**config.mk**
```make
export PLATFORM = sky130hd
export DESIGN_NAME = button_debounce_gesture_detector
export DESIGN_NICKNAME = d
export VERILOG_FILES = /design/src/rtl/bdg_pkg.sv /design/src/rtl/bdg_cfg_regs.sv /design/src/rtl/bdg_step.sv /design/src/rtl/button_debounce_gesture_detector.sv
export VERILOG_INCLUDE_DIRS = /design/src /design/src/rtl
export SDC_FILE = /design/constraint.sdc
export NUM_CORES = 1
export LEC_CHECK = 0
export ABC_CLOCK_PERIOD_IN_PS = 11100
export BUFFER_PORTS_ARGS = -buffer_cell sky130_fd_sc_hd__buf_4
export CORE_UTILIZATION = 40
export CTS_CLUSTER_DIAMETER = 60
export DETAILED_ROUTE_END_ITERATION = 7
export GPL_TIMING_DRIVEN = 0
export RECOVER_POWER = 25
export SLEW_MARGIN = 15
export SYNTH_ARGS = -nofsm -noshare
export SYNTH_HDL_FRONTEND = slang
export SYNTH_SLANG_ARGS = --single-unit
```
**constraint.sdc**
```tcl
create_clock -name clk -period 11.1 [get_ports clk]
set_clock_uncertainty 0.15 [all_clocks]
set_input_delay 2.22 -clock clk [delete_from_list [all_inputs] [get_ports clk]]
set_output_delay 2.22 -clock clk [all_outputs]
set_load 0.05 [all_outputs]
```
**src/rtl/button_debounce_gesture_detector_macros.svh**
```systemverilog
// Assertion macros for the button debounce and gesture detector.
`ifndef BUTTON_DEBOUNCE_GESTURE_DETECTOR_MACROS_SVH
`define BUTTON_DEBOUNCE_GESTURE_DETECTOR_MACROS_SVH

`ifndef SYNTH
`define BDG_ASSERT_NOW(label, ante, cons) \
    label: assert property (@(posedge clk) disable iff (!rst_n) (ante) |-> (cons)) \
        else $error("bdg assertion failed");
`define BDG_ASSERT_NEXT(label, ante, cons) \
    label: assert property (@(posedge clk) disable iff (!rst_n) (ante) |=> (cons)) \
        else $error("bdg assertion failed");
`else
`define BDG_ASSERT_NOW(label, ante, cons)
`define BDG_ASSERT_NEXT(label, ante, cons)
`endif

`endif

```
**src/rtl/bdg_pkg.sv**
```systemverilog
package bdg_pkg;

    localparam int unsigned ADDR_W = 5;
    localparam logic [7:0] COUNT_MAX = 8'd255;
    localparam logic [7:0] DOUBLE_CLICKS = 8'd2;

    typedef enum logic [2:0] {
        REG_DEBOUNCE     = 3'd0,
        REG_MIN_PRESS    = 3'd1,
        REG_MAX_PRESS    = 3'd2,
        REG_MAX_INTERVAL = 3'd3,
        REG_LONG_PRESS   = 3'd4,
        REG_REPEAT_LONG  = 3'd5,
        REG_EVENTS_ON    = 3'd6,
        REG_EVENT_MASK   = 3'd7
    } reg_index_t;

    localparam int unsigned MASK_CHANGE = 0;
    localparam int unsigned MASK_RISE   = 1;
    localparam int unsigned MASK_FALL   = 2;
    localparam int unsigned MASK_SINGLE = 3;
    localparam int unsigned MASK_DOUBLE = 4;
    localparam int unsigned MASK_LONG   = 5;

    typedef struct packed {
        logic [15:0] debounce_ms;
        logic [15:0] min_press_ms;
        logic [15:0] max_press_ms;
        logic [15:0] max_interval_ms;
        logic [15:0] long_press_ms;
        logic        repeat_long;
        logic        events_on;
        logic [5:0]  event_mask;
    } cfg_t;

    typedef struct packed {
        logic        raw_level;
        logic [31:0] now_ms;
    } in_item_t;

    typedef struct packed {
        logic stable_level;
        logic prior_level;
        logic change_event;
        logic rise_event;
        logic fall_event;
        logic single_event;
        logic double_event;
        logic long_event;
    } out_item_t;

endpackage

```
**src/rtl/bdg_cfg_regs.sv**
```systemverilog
module bdg_cfg_regs (
    input  logic                      clk,
    input  logic                      rst_n,
    input  logic                      psel,
    input  logic                      penable,
    input  logic                      pwrite,
    input  logic [bdg_pkg::ADDR_W-1:0] paddr,
    input  logic [31:0]               pwdata,
    output logic [31:0]               prdata,
    output logic                      pready,
    output bdg_pkg::cfg_t             cfg
);

    bdg_pkg::cfg_t      cfg_reg;
    bdg_pkg::reg_index_t idx;
    logic               wr_en;

    assign pready = 1'b1;
    assign idx    = bdg_pkg::reg_index_t'(paddr[4:2]);
    assign wr_en  = psel && penable && pwrite && pready;
    assign cfg    = cfg_reg;

    always_ff @(posedge clk or negedge rst_n)
    begin
        if (!rst_n)
        begin
            cfg_reg.debounce_ms     <= 16'd50;
            cfg_reg.min_press_ms    <= 16'd50;
            cfg_reg.max_press_ms    <= 16'd1000;
            cfg_reg.max_interval_ms <= 16'd300;
            cfg_reg.long_press_ms   <= 16'd1000;
            cfg_reg.repeat_long     <= 1'b0;
            cfg_reg.events_on       <= 1'b1;
            cfg_reg.event_mask      <= 6'd0;
        end
        else if (wr_en)
        begin
            case (idx)
                bdg_pkg::REG_DEBOUNCE:     cfg_reg.debounce_ms     <= pwdata[15:0];
                bdg_pkg::REG_MIN_PRESS:    cfg_reg.min_press_ms    <= pwdata[15:0];
                bdg_pkg::REG_MAX_PRESS:    cfg_reg.max_press_ms    <= pwdata[15:0];
                bdg_pkg::REG_MAX_INTERVAL: cfg_reg.max_interval_ms <= pwdata[15:0];
                bdg_pkg::REG_LONG_PRESS:   cfg_reg.long_press_ms   <= pwdata[15:0];
                bdg_pkg::REG_REPEAT_LONG:  cfg_reg.repeat_long     <= pwdata[0];
                bdg_pkg::REG_EVENTS_ON:    cfg_reg.events_on       <= pwdata[0];
                bdg_pkg::REG_EVENT_MASK:   cfg_reg.event_mask      <= pwdata[5:0];
                default: ;
            endcase
        end
    end

    always_comb
    begin
        case (idx)
            bdg_pkg::REG_DEBOUNCE:     prdata = {16'd0, cfg_reg.debounce_ms};
            bdg_pkg::REG_MIN_PRESS:    prdata = {16'd0, cfg_reg.min_press_ms};
            bdg_pkg::REG_MAX_PRESS:    prdata = {16'd0, cfg_reg.max_press_ms};
            bdg_pkg::REG_MAX_INTERVAL: prdata = {16'd0, cfg_reg.max_interval_ms};
            bdg_pkg::REG_LONG_PRESS:   prdata = {16'd0, cfg_reg.long_press_ms};
            bdg_pkg::REG_REPEAT_LONG:  prdata = {31'd0, cfg_reg.repeat_long};
            bdg_pkg::REG_EVENTS_ON:    prdata = {31'd0, cfg_reg.events_on};
            bdg_pkg::REG_EVENT_MASK:   prdata = {26'd0, cfg_reg.event_mask};
            default:                   prdata = 32'd0;
        endcase
    end

endmodule

```
**src/rtl/bdg_step.sv**
```systemverilog
module bdg_step (
    input  logic                 clk,
    input  logic                 rst_n,
    input  logic                 advance,
    input  bdg_pkg::in_item_t    item,
    input  bdg_pkg::cfg_t        cfg,
    output bdg_pkg::out_item_t   result
);

    logic        debounced_reg, debounced_next;
    logic        prev_raw_reg;
    logic [31:0] raw_change_time_reg, raw_change_time_next;
    logic [31:0] press_start_reg, press_start_next;
    logic        press_pending_reg, press_pending_next;
    logic [31:0] last_click_time_reg, last_click_time_next;
    logic [7:0]  click_count_reg, click_count_next;
    logic        long_fired_reg, long_fired_next;

    logic        raw;
    logic [31:0] now;
    logic        raw_changed, accept, fall_edge;
    logic [31:0] stable_time, press_dur, gap;
    logic        pending_a;
    logic [7:0]  count_a, count_b;
    logic        has_single, has_double, has_long;
    logic        click_ok, click_taken;
    logic        ev_single, ev_double, ev_long;

    assign raw = item.raw_level;
    assign now = item.now_ms;
    assign has_single = cfg.event_mask[bdg_pkg::MASK_SINGLE];
    assign has_double = cfg.event_mask[bdg_pkg::MASK_DOUBLE];
    assign has_long   = cfg.event_mask[bdg_pkg::MASK_LONG];

    always_comb
    begin
        // debounce
        raw_changed          = (raw != prev_raw_reg);
        raw_change_time_next = raw_changed ? now : raw_change_time_reg;
        stable_time          = raw_changed ? 32'd0 : (now - raw_change_time_reg);
        accept               = (stable_time > {16'd0, cfg.debounce_ms}) && (raw != debounced_reg);
        debounced_next       = accept ? raw : debounced_reg;
        fall_edge            = accept && !raw;
        press_start_next     = fall_edge ? now : press_start_reg;
        pending_a            = fall_edge ? 1'b1 : press_pending_reg;
        count_a              = (fall_edge && (click_count_reg != bdg_pkg::COUNT_MAX))
                               ? click_count_reg + 8'd1 : click_count_reg;
        press_dur            = fall_edge ? 32'd0 : (now - press_start_reg);
        gap                  = now - last_click_time_reg;

        long_fired_next      = long_fired_reg;
        press_pending_next   = pending_a;
        last_click_time_next = last_click_time_reg;
        click_count_next     = count_a;
        count_b              = count_a;
        click_ok             = 1'b0;
        click_taken          = 1'b0;
        ev_single            = 1'b0;
        ev_double            = 1'b0;
        ev_long              = 1'b0;

        if (cfg.events_on)
        begin
            // long press
            if (!debounced_next && has_long)
            begin
                if ((press_dur >= {16'd0, cfg.long_press_ms}) &&
                    (cfg.repeat_long || !long_fired_reg))
                begin
                    ev_long         = 1'b1;
                    long_fired_next = 1'b1;
                end
            end
            else
            begin
                long_fired_next = 1'b0;
            end

            // release classification
            if (debounced_next && pending_a)
            begin
                click_ok = (press_dur >= {16'd0, cfg.min_press_ms}) &&
                           (press_dur <= {16'd0, cfg.max_press_ms});
                if (click_ok)
                begin
                    if ((count_a == bdg_pkg::DOUBLE_CLICKS) && has_double)
                    begin
                        if (gap <= {16'd0, cfg.max_interval_ms})
                        begin
                            ev_double = 1'b1;
                            count_b   = 8'd0;
                        end
                        else
                        begin
                            ev_single = has_single;
                            count_b   = 8'd1;
                        end
                    end
                    else if ((count_a == 8'd1) && !has_double)
                    begin
                        ev_single = has_single;
                        count_b   = 8'd0;
                    end
                    last_click_time_next = now;
                    click_taken          = 1'b1;
                end
                else if (press_dur > {16'd0, cfg.max_press_ms})
                begin
                    count_b = 8'd0;
                end
                press_pending_next = 1'b0;
            end

            // single click timeout
            click_count_next = count_b;
            if (debounced_next && (count_b == 8'd1) && has_double && !press_pending_next)
            begin
                if (!click_taken && (gap > {16'd0, cfg.max_interval_ms}))
                begin
                    ev_single        = has_single;
                    click_count_next = 8'd0;
                end
            end
        end
    end

    always_comb
    begin
        result.stable_level = debounced_next;
        result.prior_level  = debounced_reg;
        result.change_event = cfg.events_on && accept && cfg.event_mask[bdg_pkg::MASK_CHANGE];
        result.rise_event   = cfg.events_on && accept && raw
                              && cfg.event_mask[bdg_pkg::MASK_RISE];
        result.fall_event   = cfg.events_on && fall_edge && cfg.event_mask[bdg_pkg::MASK_FALL];
        result.single_event = ev_single;
        result.double_event = ev_double;
        result.long_event   = ev_long;
    end

    always_ff @(posedge clk or negedge rst_n)
    begin
        if (!rst_n)
        begin
            debounced_reg       <= 1'b1;
            prev_raw_reg        <= 1'b1;
            raw_change_time_reg <= 32'd0;
            press_start_reg     <= 32'd0;
            press_pending_reg   <= 1'b0;
            last_click_time_reg <= 32'd0;
            click_count_reg     <= 8'd0;
            long_fired_reg      <= 1'b0;
        end
        else if (advance)
        begin
            debounced_reg       <= debounced_next;
            prev_raw_reg        <= raw;
            raw_change_time_reg <= raw_change_time_next;
            press_start_reg     <= press_start_next;
            press_pending_reg   <= press_pending_next;
            last_click_time_reg <= last_click_time_next;
            click_count_reg     <= click_count_next;
            long_fired_reg      <= long_fired_next;
        end
    end

endmodule

```
**src/rtl/button_debounce_gesture_detector.sv**
```systemverilog
// Debounce and gesture detector for one active-low push button.
// Input channel: in_valid / in_stall carry one item per sample, the raw
// pin level and a millisecond timestamp. An item is taken at a rising
// edge with in_valid high and in_stall low.
// Output channel: out_valid / out_stall carry one result item per input
// item: debounced level before and after, and the six event flags.
// Path: input register, step logic, then result register to outputs.
// Throughput: one item per cycle while out_stall is low; the step logic
// between the two registers runs once per item.
// Configuration: APB-style port, registers at byte address 4*index,
// written at psel & penable & pwrite; pready is always high. Write only
// while no item is in flight.
// Reset: rst_n clears the pipeline valids, restores the register reset
// values and puts the button in the released state with no press pending.
// Stall: while out_stall holds a waiting result, one more item is taken
// into the input register; after that in_stall rises until the result
// is taken.
module button_debounce_gesture_detector (
    input  logic                       clk,
    input  logic                       rst_n,
    input  logic                       in_valid,
    output logic                       in_stall,
    input  bdg_pkg::in_item_t          in_item,
    output logic                       out_valid,
    input  logic                       out_stall,
    output bdg_pkg::out_item_t         out_item,
    input  logic                       psel,
    input  logic                       penable,
    input  logic                       pwrite,
    input  logic [bdg_pkg::ADDR_W-1:0] paddr,
    input  logic [31:0]                pwdata,
    output logic [31:0]                prdata,
    output logic                       pready
);

`include "button_debounce_gesture_detector_macros.svh"

    bdg_pkg::cfg_t      cfg;
    bdg_pkg::in_item_t  in_item_reg;
    logic               in_valid_reg;
    bdg_pkg::out_item_t out_item_reg;
    logic               out_valid_reg;
    bdg_pkg::out_item_t step_result;
    logic               advance;

    assign advance   = in_valid_reg && (!out_valid_reg || !out_stall);
    assign in_stall  = in_valid_reg && !advance;
    assign out_valid = out_valid_reg;
    assign out_item  = out_item_reg;

    bdg_cfg_regs u_cfg (
        .clk     (clk),
        .rst_n   (rst_n),
        .psel    (psel),
        .penable (penable),
        .pwrite  (pwrite),
        .paddr   (paddr),
        .pwdata  (pwdata),
        .prdata  (prdata),
        .pready  (pready),
        .cfg     (cfg)
    );

    bdg_step u_step (
        .clk     (clk),
        .rst_n   (rst_n),
        .advance (advance),
        .item    (in_item_reg),
        .cfg     (cfg),
        .result  (step_result)
    );

    always_ff @(posedge clk or negedge rst_n)
    begin
        if (!rst_n)
        begin
            in_valid_reg  <= 1'b0;
            out_valid_reg <= 1'b0;
        end
        else
        begin
            if (in_valid && !in_stall)
            begin
                in_valid_reg <= 1'b1;
            end
            else if (advance)
            begin
                in_valid_reg <= 1'b0;
            end

            if (advance)
            begin
                out_valid_reg <= 1'b1;
            end
            else if (!out_stall)
            begin
                out_valid_reg <= 1'b0;
            end
        end
    end

    always_ff @(posedge clk)
    begin
        if (in_valid && !in_stall)
        begin
            in_item_reg <= in_item;
        end
        if (advance)
        begin
            out_item_reg <= step_result;
        end
    end

    `BDG_ASSERT_NOW(a_stall_only_when_full, in_stall, in_valid_reg)
    `BDG_ASSERT_NOW(a_rise_is_edge, out_valid && out_item.rise_event,
                    out_item.stable_level && !out_item.prior_level)
    `BDG_ASSERT_NOW(a_fall_is_edge, out_valid && out_item.fall_event,
                    !out_item.stable_level && out_item.prior_level)
    `BDG_ASSERT_NOW(a_change_is_edge, out_valid && out_item.change_event,
                    out_item.stable_level != out_item.prior_level)

endmodule
```
# == After elaboration in Yosys (flattened, before gate mapping) ==
# Index checks and enable logic that the tools add are counted.
# word_totals
register_bits,239
in_bits,77
output_inout_bits,43
elab_cells,143
# classes
add_sub_neg,4
n_lt_le_gt_ge,7
n_eq_ne,15
n_mux,37
n_reduce_logical,52
# op_table
operator,count
case mux 32 bit (8 select lines),1
> comparator 32 x 16 -> 1 bit,3
subtractor 32 bit,3
2-to-1 mux 8 bit,10
>= comparator 32 x 16 -> 1 bit,2
less-or-equal comparator 32 x 16 -> 1 bit,2
2-to-1 mux 32 bit,2
logical AND 1 bit,24
2-to-1 mux 1 bit,24
AND reduction 2 bit,11
"== test 8 x 1 -> 1 bit, second input constant",2
"== test 3 bit, second input constant",4
logical NOT 1 bit,10
"adder 8 x 1 -> 8 bit, second input constant",1
"== test 8 x 2 -> 1 bit, second input constant",1
"inequality test 8 bit, second input constant",1
AND reduction 4 bit,2
"== test 3 x 2 -> 1 bit, second input constant",2
"== test 3 x 1 -> 1 bit, second input constant",1
logical NOT 3 bit,1
AND reduction 3 bit,1
logical OR 1 bit,2
inequality test 1 bit,2
"inequality test 2 x 1 -> 1 bit, second input constant",1
other kinds (2),2

# == Logic depth before layout (Yosys ltp) ==
# logic_depth
ltp_word,20
ltp_mapped,37

# == Cells and area by module ==
# From an unflattened synthesis, not the netlist that was laid out.
# unflattened
cells_unflattened,2003
hier_area_um2,18218.7
# by_module_without_submodules
mod,instances,cells_each,area_each_um2,seq_area_each_um2
bdg_step,1,1629,12594.6,2705.1
bdg_cfg_regs,1,325,4300.4,2230.9
button_debounce_gesture_detector,1,49,1323.8,1281.2

# == Worst setup path before layout ==
# Ideal clock, no wire load.
# synth_timing
path_kind,register to register
start,reg in_item_reg[1] (netlist name)
end,"reg out_item_reg, in the netlist out_item[2] (data pin)"
setup_ns,0.146
arrival_time_ns,7.812
t_required_ns,10.804
setup_slack_ns,2.992
path_stages_with_launch,36
n_path_buf,1
synth_period_minus_slack_ns,8.108
path_cell_list,edfxtp_1 > ha_1 > nor2b_1 > o2111ai_1 > nand2_1 > a31o_2 > a21o_1 > a21oi_1 > xor2_1 > nor2_1 > ha_1 > a21oi_1 > o22ai_1 > a211oi_1 > nor2_1 > a2bb2oi_1 > a2111oi_2 > or4b_4 > o211ai_4 > nand2_1 > clkbuf_1 > nor2_1 > ha_1 > a21o_1 > a21o_1 > a21o_1 > a21o_1 > a21oi_1 > nor2_1 > a2111oi_0 > o21ai_0 > a32o_1 > a31o_1 > or4b_4 > or4b_1 > a21oi_1
# synth_between
elab_chain_cells,19
elab_cells_between_ends,49
cone_classes,add/sub: 3; order compare: 6; eq/ne: 3; mux: 24; reduce/logical: 13
# synth_lines
element,line,source
"start, declared",button_debounce_gesture_detector.sv:39,bdg_pkg::in_item_t in_item_reg;
"start signal, assigned",button_debounce_gesture_detector.sv:106,in_item_reg <= in_item;
"parallel branches: the longest is 18 deep, another holds subtractor 32 bit",-,
2-to-1 mux 1 bit *,bdg_step.sv:116,if (debounced_next && (count_b == 8'd1) && has_double && !press_pending_next)
"end signal, assigned",button_debounce_gesture_detector.sv:110,out_item_reg <= step_result;
"end, declared",button_debounce_gesture_detector.sv:41,bdg_pkg::out_item_t out_item_reg;
# Every way passes the cells marked *. The select of a mux whose other input is x is not followed.
# A chain may end at the register's enable or synchronous reset.

# == Final worst setup path ==
# layout_timing
start,reg in_item_reg[0] (netlist name)
end,reg u_step.last_click_time_reg[23]
# layout_between
elab_chain_cells,9
elab_cells_between_ends,14
cone_classes,add/sub: 2; order compare: 3; mux: 4; reduce/logical: 5
# layout_lines
element,line,source
subtractor 32 bit,bdg_step.sv:40,stable_time = raw_changed ? 32'd0 : (now - raw_change_time_reg);
2-to-1 mux 32 bit,bdg_step.sv:40,
> comparator 32 x 16 -> 1 bit,bdg_step.sv:41,"accept = (stable_time > {16'd0, cfg.debounce_ms}) && (raw != debounced_reg);"
logical AND 1 bit,bdg_step.sv:41,
logical AND 1 bit,bdg_step.sv:43,fall_edge = accept && !raw;
2-to-1 mux 32 bit,bdg_step.sv:48,press_dur = fall_edge ? 32'd0 : (now - press_start_reg);
>= comparator 32 x 16 -> 1 bit or less-or-equal comparator 32 x 16 -> 1 bit (tied branches),"bdg_step.sv:82, bdg_step.sv:83",
logical AND 1 bit,bdg_step.sv:82,"click_ok = (press_dur >= {16'd0, cfg.min_press_ms}) &&"
AND reduction 4 bit (no source line) *,-,
"end signal, assigned",bdg_step.sv:160,last_click_time_reg <= last_click_time_next;
"end, declared",bdg_step.sv:15,"logic [31:0] last_click_time_reg, last_click_time_next;"
# Mark *: on every way between the ends. The rest lies on a longest branch, timed or not.

==> results.py <==
metrics = {
    "layout": {
        "final_util": 0.470,
        "nNetsFinal": 2414,
        "postLayoutCellArea_um2": 20400,
        "layout-drive-gt1-share": 0.126,
        "antenna-diode-count": 0,
        "finalNonFillerCells": 2775,
        "area_growth_pct": 14.8,
        "largest_reg_flops": 88,
    },
    "global_routing": {
        "grt_pass1_wl_um": 83600,
        "grt.total_usage": 0.239,
        "grt_pass1_vias": 15100,
        "antenna_found_initial": 0,
        "grt_max_degree": 89,
        "grt-ovfl-total": 0,
    },
    "synthesis": {
        "yosys_warnings": 0,
        "synth_edf_count": 41,
        "yosysSeqAreaShare": 0.349,
        "syn_avg_cell_area_um2": 8.79,
        "ys.flop_type": "dfrtp_1",
        "synth.distinct_cells": 97,
        "ys_ff_latch": 239,
        "synth-async-reset-ratio": 0.828,
        "synth_cells": 2025,
        "syn_area_um2": 17800,
    },
    "floorplanning": {
        "core_area_um2": 43500,
        "start_util": 0.410,
        "die_h_um": 213,
        "die_w_um": 213,
        "rows": 76,
        "ios": 120,
        "dieArea_um2": 45400,
    },
    "pwr": {
        "p_switching_uw": 2230,
        "comb_power_share": 0.529,
        "seq_power_share": 0.246,
        "internal_power_uw": 2900,
        "switching_share": 0.435,
        "peakVddDrop_uv": 101,
        "power_density_nw_per_um2": 251,
        "pwr-share-clk": 0.225,
        "total_leakage_power_uw": 0.00910,
    },
    "timing": {
        "finalSetupViolCount": 0,
        "finalHoldViolCount": 0,
        "whs_ns": 0.335,
        "tightest_slew_ns": 3.64,
        "slew_violations": 113,
        "worst_slack_ns": 0.394,
        "clock.fmax_mhz": 93.4,
        "post-route-period-util": 0.965,
        "max-slew-margin-rel": -1.43,
        "min_period_ns": 10.71,
    },
    "place": {
        "gp_congestion": 0.904,
        "dp.cells": 2711,
        "pre_cts_slack_ns": 0.273,
        "portBuffers": 83,
        "place_area_um2": 19300,
        "dp_hpwl_um": 41100,
    },
    "detailed_routing": {
        "drc": 0,
        "drtIter0Drc": 1028,
        "wirelength_um": 52800,
        "vias": 15500,
        "drt_pass1_iterations": 6,
        "ant_nets": 0,
        "drt-vias-per-instance": 5.57,
        "wl_per_cell_um": 19.0,
    },
    "cts": {
        "cts-root-buf": "clkbuf_16",
        "cts_sinks": 239,
        "insertion_delay_ns": 0.57,
        "clkTransAtPathRegs_ns": 0.05,
        "cts_buffers": 35,
        "cts_tree": "yes",
        "post_cts_buffers": 0,
        "htree_levels": 2,
        "clk_path_buf_depth": 3,
    },
    "run_status": {
        "failed_checks": "max-capacitance violations, max-slew violations",
        "status": "finished, violations left",
    },
    "setup_path": {
        "slowest_delay_ns": 0.68,
        "worst-endpoint-required_ns": 11.37,
        "cpLargestDelayFamily": "compound AO/OA/AOI/OAI gates",
        "end_kind": "flip-flop",
        "startpoint_type": "flip-flop",
        "slowest_stage": "nor3_2",
        "arrival_ns": 10.98,
        "reg2reg_depth": 34,
        "cp_num_cells": 34,
        "crit_type": "flip-flop to flip-flop",
        "path_buf_inv": 3,
        "crit_top_cell": "a21o_1",
        "path_max_fanout": 10,
    },
    "min_path": {
        "hold_class": "flip-flop to flip-flop",
        "min_path_cells": 1,
    },
    "flow_run": {
        "cap_viol_max_count": 2,
    },
}
area by class of cell:
class | count | area (µm²)
fill | 4235 | 23000
timing repair buffer | 86 | 671
multi-input combinational | 1520 | 10500
clock inverter | 23 | 274
sequential | 239 | 6220
buffer | 89 | 405
clock buffer | 41 | 898
inverter | 192 | 721
tap | 585 | 732
cells by family (layout without fill, tap and decap cells):
family,after synthesis,in the layout,synth area share
flip-flops,239,239,0.349
AND/OR/NAND/NOR,588,588,0.161
multiplexers,103,103,0.0649
buffers and inverters,281,431,0.0632
other,2,17,0.000422
adder cells (fa/ha/maj),174,174,0.124
XOR/XNOR,63,63,0.0310
AO/OA/AOI/OAI,575,575,0.207
cell usage after synthesis, drive strengths merged, types with 14 or more instances:
library cell / instances / area [µm²]
edfxtp: 41 / 1230
and2: 14 / 90.1
nand4: 32 / 200
o21ai: 194 / 975
or3: 14 / 87.6
a21oi: 121 / 609
mux2i: 21 / 210
nor3: 37 / 190
buf: 27 / 171
a211oi: 18 / 140
ha: 171 / 2140
a21o: 50 / 375
xnor2: 38 / 333
xor2: 25 / 219
nand2: 210 / 788
o22ai: 17 / 106
nand2b: 30 / 188
clkbuf: 62 / 234
o211ai: 18 / 149
inv: 192 / 721
mux2: 80 / 901
and3: 16 / 105
nand3: 38 / 190
dfstp: 25 / 657
nor2: 118 / 443
a22oi: 16 / 120
dfrtp: 173 / 4330
o21a: 25 / 188
nor2b: 21 / 131
per-stage QoR:
step                setup TNS [ns]  power, µW
global route               -0.0750       5550
global placement                 0       3890
finish                           0       5140
detailed placement               0       3950
CTS                              0       5140
floorplan                        0       3220
timing repair:
action,4_1_cts,5_1_grt
endpoints found under the hold margin,0,0
setup endpoints to repair,0,30
hold buffers,0,0
gates resized for setup,0,1
routing by layer:
| layer | wire, µm | global-route usage | part of all wire |
|---|---|---|---|
| met1 | 23700 | 0.309 | 0.45 |
| met2 | 24900 | 0.404 | 0.47 |
| met3 | 2330 | 0.0290 | 0.044 |
| met4 | 1800 | 0.0913 | 0.034 |
| met5 | 0 | 0 | 0 |
power by group through the flow:
stage / registers (µW) / logic [µW] / clock network (µW)
after floorplan: 1240 / 1990 / 0
after global placement: 1270 / 2620 / 0
after detailed placement: 1280 / 2670 / 0
after CTS: 1260 / 2690 / 1180
after global routing: 1290 / 3050 / 1210
final: 1260 / 2720 / 1160
worst paths after layout:
kind | start | slack (ns) | to
worst max-delay path | in_item_reg[0]$_DFFE_PP_ | 0.39 | u_step.last_click_time_reg[23]$_DFFE_PN0P_
worst min-delay path | u_step.last_click_time_reg[18]$_DFFE_PN0P_ | 0.33 | u_step.last_click_time_reg[18]$_DFFE_PN0P_
worst max register to register | in_item_reg[0]$_DFFE_PP_ | 0.39 | u_step.last_click_time_reg[23]$_DFFE_PN0P_
worst min register to register | u_step.last_click_time_reg[18]$_DFFE_PN0P_ | 0.33 | u_step.last_click_time_reg[18]$_DFFE_PN0P_
max in group asynchronous | rst_n | 3.90 | u_cfg.cfg[75]$_DFFE_PN0P_
min in group asynchronous | rst_n | 2.36 | u_cfg.cfg[19]$_DFFE_PN0P_
cell usage in the layout (no fill, tap or decap), drive strengths merged, types with 77 or more instances in the layout:
| master | instances |
|---|---|
| buf | 77 |
| dfrtp | 173 |
| a21oi | 121 |
| ha | 171 |
| o21ai | 194 |
| clkbuf | 139 |
| nor2 | 118 |
| inv | 199 |
| nand2 | 210 |
| mux2 | 80 |
No activity file was read; power rests on OpenSTA's default activity.
